--- src/design/spmq_pkg.sv ---
// Shared types and constants for the strict priority message queue unit.
// No dependencies.
package spmq_pkg;

    localparam int DEF_PRIORITY_LEVELS = 8;
    localparam int DEF_CAPACITY        = 256;
    localparam int DEF_HANDLE_BITS     = 16;

    localparam int PRI_W    = 4;
    localparam int HANDLE_W = 16;
    localparam int TOTAL_W  = 9;
    localparam int S_DATA_W = 24;
    localparam int M_DATA_W = 32;

    typedef enum logic [1:0] {
        ST_OK     = 2'd0,
        ST_EMPTY  = 2'd1,
        ST_FULL   = 2'd2,
        ST_BADPRI = 2'd3
    } t_status;

    typedef enum logic {
        OP_ENQ = 1'b0,
        OP_DEQ = 1'b1
    } t_opcode;

    typedef struct packed {
        logic set_head;
        logic set_tail;
        logic set_ne;
        logic clr_ne;
    } t_lvl_ctl;

endpackage

--- src/design/spmq_level_ctl.sv ---
// Per-level head and tail pointers, nonempty flags and the top-level search.
// Depends on spmq_pkg.
module spmq_level_ctl #(
    parameter int PRIORITY_LEVELS = 8,
    parameter int CAPACITY        = 256,
    parameter int LW              = $clog2(PRIORITY_LEVELS),
    parameter int AW              = $clog2(CAPACITY)
) (
    input  logic              i_clk,
    input  logic              i_rst_n,
    input  logic [LW-1:0]     i_lvl,
    input  spmq_pkg::t_lvl_ctl i_ctl,
    input  logic [AW-1:0]     i_head_d,
    input  logic [AW-1:0]     i_tail_d,
    output logic [AW-1:0]     o_head,
    output logic [AW-1:0]     o_tail,
    output logic              o_ne,
    output logic [LW-1:0]     o_top_lvl,
    output logic              o_any
);

    import spmq_pkg::*;

    logic [AW-1:0]              r_head [PRIORITY_LEVELS];
    logic [AW-1:0]              r_tail [PRIORITY_LEVELS];
    logic [PRIORITY_LEVELS-1:0] r_ne;
    logic [LW-1:0]              w_top;

    always_ff @(posedge i_clk) begin
        if (i_ctl.set_head) begin
            r_head[i_lvl] <= i_head_d;
        end
        if (i_ctl.set_tail) begin
            r_tail[i_lvl] <= i_tail_d;
        end
    end

    always_ff @(posedge i_clk) begin
        if (!i_rst_n) begin
            r_ne <= '0;
        end else begin
            if (i_ctl.set_ne) begin
                r_ne[i_lvl] <= 1'b1;
            end
            if (i_ctl.clr_ne) begin
                r_ne[i_lvl] <= 1'b0;
            end
        end
    end

    always_comb begin
        w_top = '0;
        for (int i = 0; i < PRIORITY_LEVELS; i++) begin
            if (r_ne[i]) begin
                w_top = LW'(i);
            end
        end
    end

    assign o_head    = r_head[i_lvl];
    assign o_tail    = r_tail[i_lvl];
    assign o_ne      = r_ne[i_lvl];
    assign o_top_lvl = w_top;
    assign o_any     = |r_ne;

endmodule

--- config.mk ---
export PLATFORM = sky130hd
export DESIGN_NAME = spmq_level_ctl
export DESIGN_NICKNAME = d
export VERILOG_FILES = /design/src/design/spmq_pkg.sv /design/src/design/spmq_level_ctl.sv
export SDC_FILE = /design/constraint.sdc
export NUM_CORES = 1
export LEC_CHECK = 0
export BUFFER_PORTS_ARGS = -buffer_cell sky130_fd_sc_hd__buf_2
export CAP_MARGIN = 20
export CORE_MARGIN = 10
export CORE_UTILIZATION = 59
export DETAILED_ROUTE_END_ITERATION = 10
export GPL_TIMING_DRIVEN = 0
export PLACE_DENSITY = 0.79
export SLEW_MARGIN = 40
export SYNTH_ARGS = -nofsm -noshare
export SYNTH_HDL_FRONTEND = slang
export SYNTH_SLANG_ARGS = --single-unit
--- constraint.sdc ---
create_clock -name i_clk -period 2.8 [get_ports i_clk]
set_input_delay 0.7 -clock i_clk [delete_from_list [all_inputs] [get_ports i_clk]]
set_output_delay 0.7 -clock i_clk [all_outputs]
set_load 0.005 [all_outputs]
==> reports/qor.txt <==
status -> finished clean
Worst-path clk slew -> 60 ps
num rows -> 35
pre-CTS setup slack -> -266 ps
Net Sw Frac -> 0.210
net switching power -> 0.977 mW
met3 global-route usage -> 0.0508
max-cap violation count -> 0
Layout area overhead -> 17.5%
Ports -> 46
commonest non-fill, non-tap cell in the layout -> edfxtp_1
share of cells above drive strength 1 -> 0.337
drt first pass iters -> 5
Final period util -> 0.984
overall power -> 4.66 mW
hold_buf cts -> 0
Num CTS Buffers -> 17
post-synthesis sequential area ratio -> 0.731
Hold Path Stages -> 1
CTS tree -> yes
Detail Placement HPWL -> 6.54 mm
Worst VDD drop -> 605 uV
CTS max path bufs -> 2
Detail Route Antenna Nets -> 0
nature of the critical path endpoint -> output port
Fmax -> 363 MHz
DRC -> 0
GR Layer Usage met2 -> 0.259
post-place instance area -> 0.00585 sq mm
# nets final -> 353
Clk Tree Root Cell -> clkbuf_8
Overflow after GRT -> 0
Leakage -> 2.26 nW
largest family of logic cells by synthesized area -> multiplexers
post-synthesis xor/xnor area fraction -> 0
Slew Limit Fails -> 0
Starting DRT DRC Count -> 244
Worst-Skew Late Latency -> 520 ps
worst-path fanout max -> 10
die height -> 116 um
most frequent cells in the layout -> edfxtp_1, buf_2, mux4_1
H-tree lvl count -> 4
Core ar. -> 0.00915 sq mm
Final Hold Fails -> 0
Via Count -> 2848
Critical R2R Capture -> r_ne[1]
Hold Path Class -> input port to flop
R2R setup slack -> 2080 ps
Clock Power Share -> 0.442
final instance area -> 0.00644 sq mm
first-pass GRT wire length -> 16.2 mm
Arr. time, crit path -> 2050 ps
Crit path required time -> 2100 ps
Initial Util -> 0.599
kind of critical path -> input port to output port
initial antenna violation count -> 0
Avg Inst Size Synth -> 20.5 sq um
Detailed Route WL -> 10.8 mm
Unique masters post-synth -> 19
DR WL/cell -> 23.8 um
chip width -> 116 um
setup ws final -> 45.9 ps
CP Launch Type -> input port
post-synthesis adder-cell area fraction -> 0
global routing usage on met1 -> 0.217
DR vias/cell -> 6.30
GRT busiest layer -> met2
Post-CTS Setup Inserts -> 0
die area -> 0.0135 sq mm
Yosys Warn Count -> 0
largest net degree at the start of global routing -> 17
Clock Sink Count -> 136
Mapped Nets -> 292
Synth Instances -> 267
Final min period -> 2750 ps
I/O Buffers -> 42
Worst Max-Slew Pin Slew -> 823 ps
RSZ-0062 raised after global routing -> no
All-Layer GR Usage -> 0.168
ANT cells -> 0
combinational power share -> 0.062
mux cell area share after synthesis -> 0.197
vias in the first global route -> 2860
Power Density -> 723 mW/mm^2
sequential power share -> 0.496
GP Congestion -> 0.857
WHS Endpoint -> r_head[0][5]
Synth Area in Compound Gates -> 0.0208
Setup-failing EPs final -> 0
number of synthesized register bits -> 136
relative slew slack -> 0.449
Post-Syn Area -> 0.00548 sq mm
FF-to-FF Start -> r_ne[1]
Simple-Gate Fraction of Synth Area -> 0.0347
hold_sp -> i_head_d[5]
final clock skew -> 0 ps
number of fill cells -> 545
Int Pwr -> 3.68 mW
R2R depth -> 2
timing repair:
action,CTS,global route
endpoints found under the hold margin,0,0
resized for setup,8,7
endpoints found under the setup margin,17,12
pin swaps,0,0
layout make-up:
cell class | instances | area [sq um] | area share
Sequential cell | 136 | 4000 | 0.622
Multi-Input combinational cell | 115 | 1420 | 0.220
Clock buffer | 18 | 418 | 0.0649
Timing Repair Buffer | 42 | 210 | 0.0326
Tap cell | 111 | 139 | 0.0216
Clock inverter | 14 | 134 | 0.0208
Buffer | 14 | 110 | 0.0171
Inverter | 2 | 7.51 | 0.00117
per-stage QoR:
step | util | cells | TNS (ps) | hold slack (ps)
2_1_floorplan | - | 267 | 0 | 452
3_3_place_gp | 0.637 | 420 | -3420 | 490
3_5_place_dp | 0.639 | 420 | -3480 | 510
4_1_cts | 0.701 | 452 | 0 | 420
5_1_grt | 0.703 | 452 | 0 | 432
6_report | 0.703 | 452 | 0 | 436
how the worst max path moves through the flow:
stage | from | cells past startpoint | slack (ps) | to
after floorplan | i_lvl[2] | 4 | 320 | o_ne
final | i_lvl[0] | 5 | 50 | o_tail[7]
after CTS | i_lvl[0] | 5 | 0.1 | o_tail[1]
after global placement | i_lvl[2] | 5 | -240 | o_head[3]
after global routing | i_lvl[0] | 5 | 2 | o_tail[7]
after detailed placement | i_lvl[2] | 5 | -270 | o_tail[1]
cell usage after synthesis:
cell type  count  area share
or2_2          1      0.0011
nand2_1        5      0.0034
o21ai_0        8      0.0073
nand4_1        1      0.0011
mux4_2         1      0.0041
mux2_2        17       0.035
clkbuf_1      10      0.0069
nand2b_1       5      0.0057
a31oi_1        4      0.0046
nor2b_1        3      0.0034
a21oi_1        5      0.0046
inv_1          2      0.0014
dfxtp_1        8       0.029
edfxtp_1     128        0.70
a41oi_1        1      0.0016
mux4_1        33        0.16
o31ai_1        2      0.0027
nor2_1        29       0.020
buf_6          4      0.0082
registers in the layout, summed over array words and instances, names as in the netlist:
signal	flops
r_head	64
r_tail	64
r_ne	8
worst max-delay path: stages:
cell,delay [ps]
buf_6,150
buf_6,200
mux4_1,570
mux2_2,290
buf_2,130
logic make-up (layout without fill, tap and decap cells):
| group | after synthesis | in the layout |
|---|---|---|
| compound gates | 20 | 20 |
| buf+inv | 16 | 90 |
| flops | 136 | 136 |
| mux | 51 | 51 |
| simple gates | 44 | 44 |
power groups by stage:
stage / combinational [mW] / clock [mW] / sequential (mW)
after floorplan: 0.163 / 0 / 2.34
after global placement: 0.269 / 0 / 2.35
after detailed placement: 0.280 / 0 / 2.35
after CTS: 0.285 / 2.08 / 2.31
after global routing: 0.312 / 2.18 / 2.31
final: 0.287 / 2.06 / 2.31
layer usage:
| metal | vias to the layer above | share of wire |
|---|---|---|
| li1 | 1250 | - |
| met1 | 1441 | 0.42 |
| met2 | 139 | 0.48 |
| met3 | 18 | 0.076 |
| met4 | 0 | 0.019 |
| met5 | - | 0 |
Note: power is estimated with default switching activity, not from simulation.
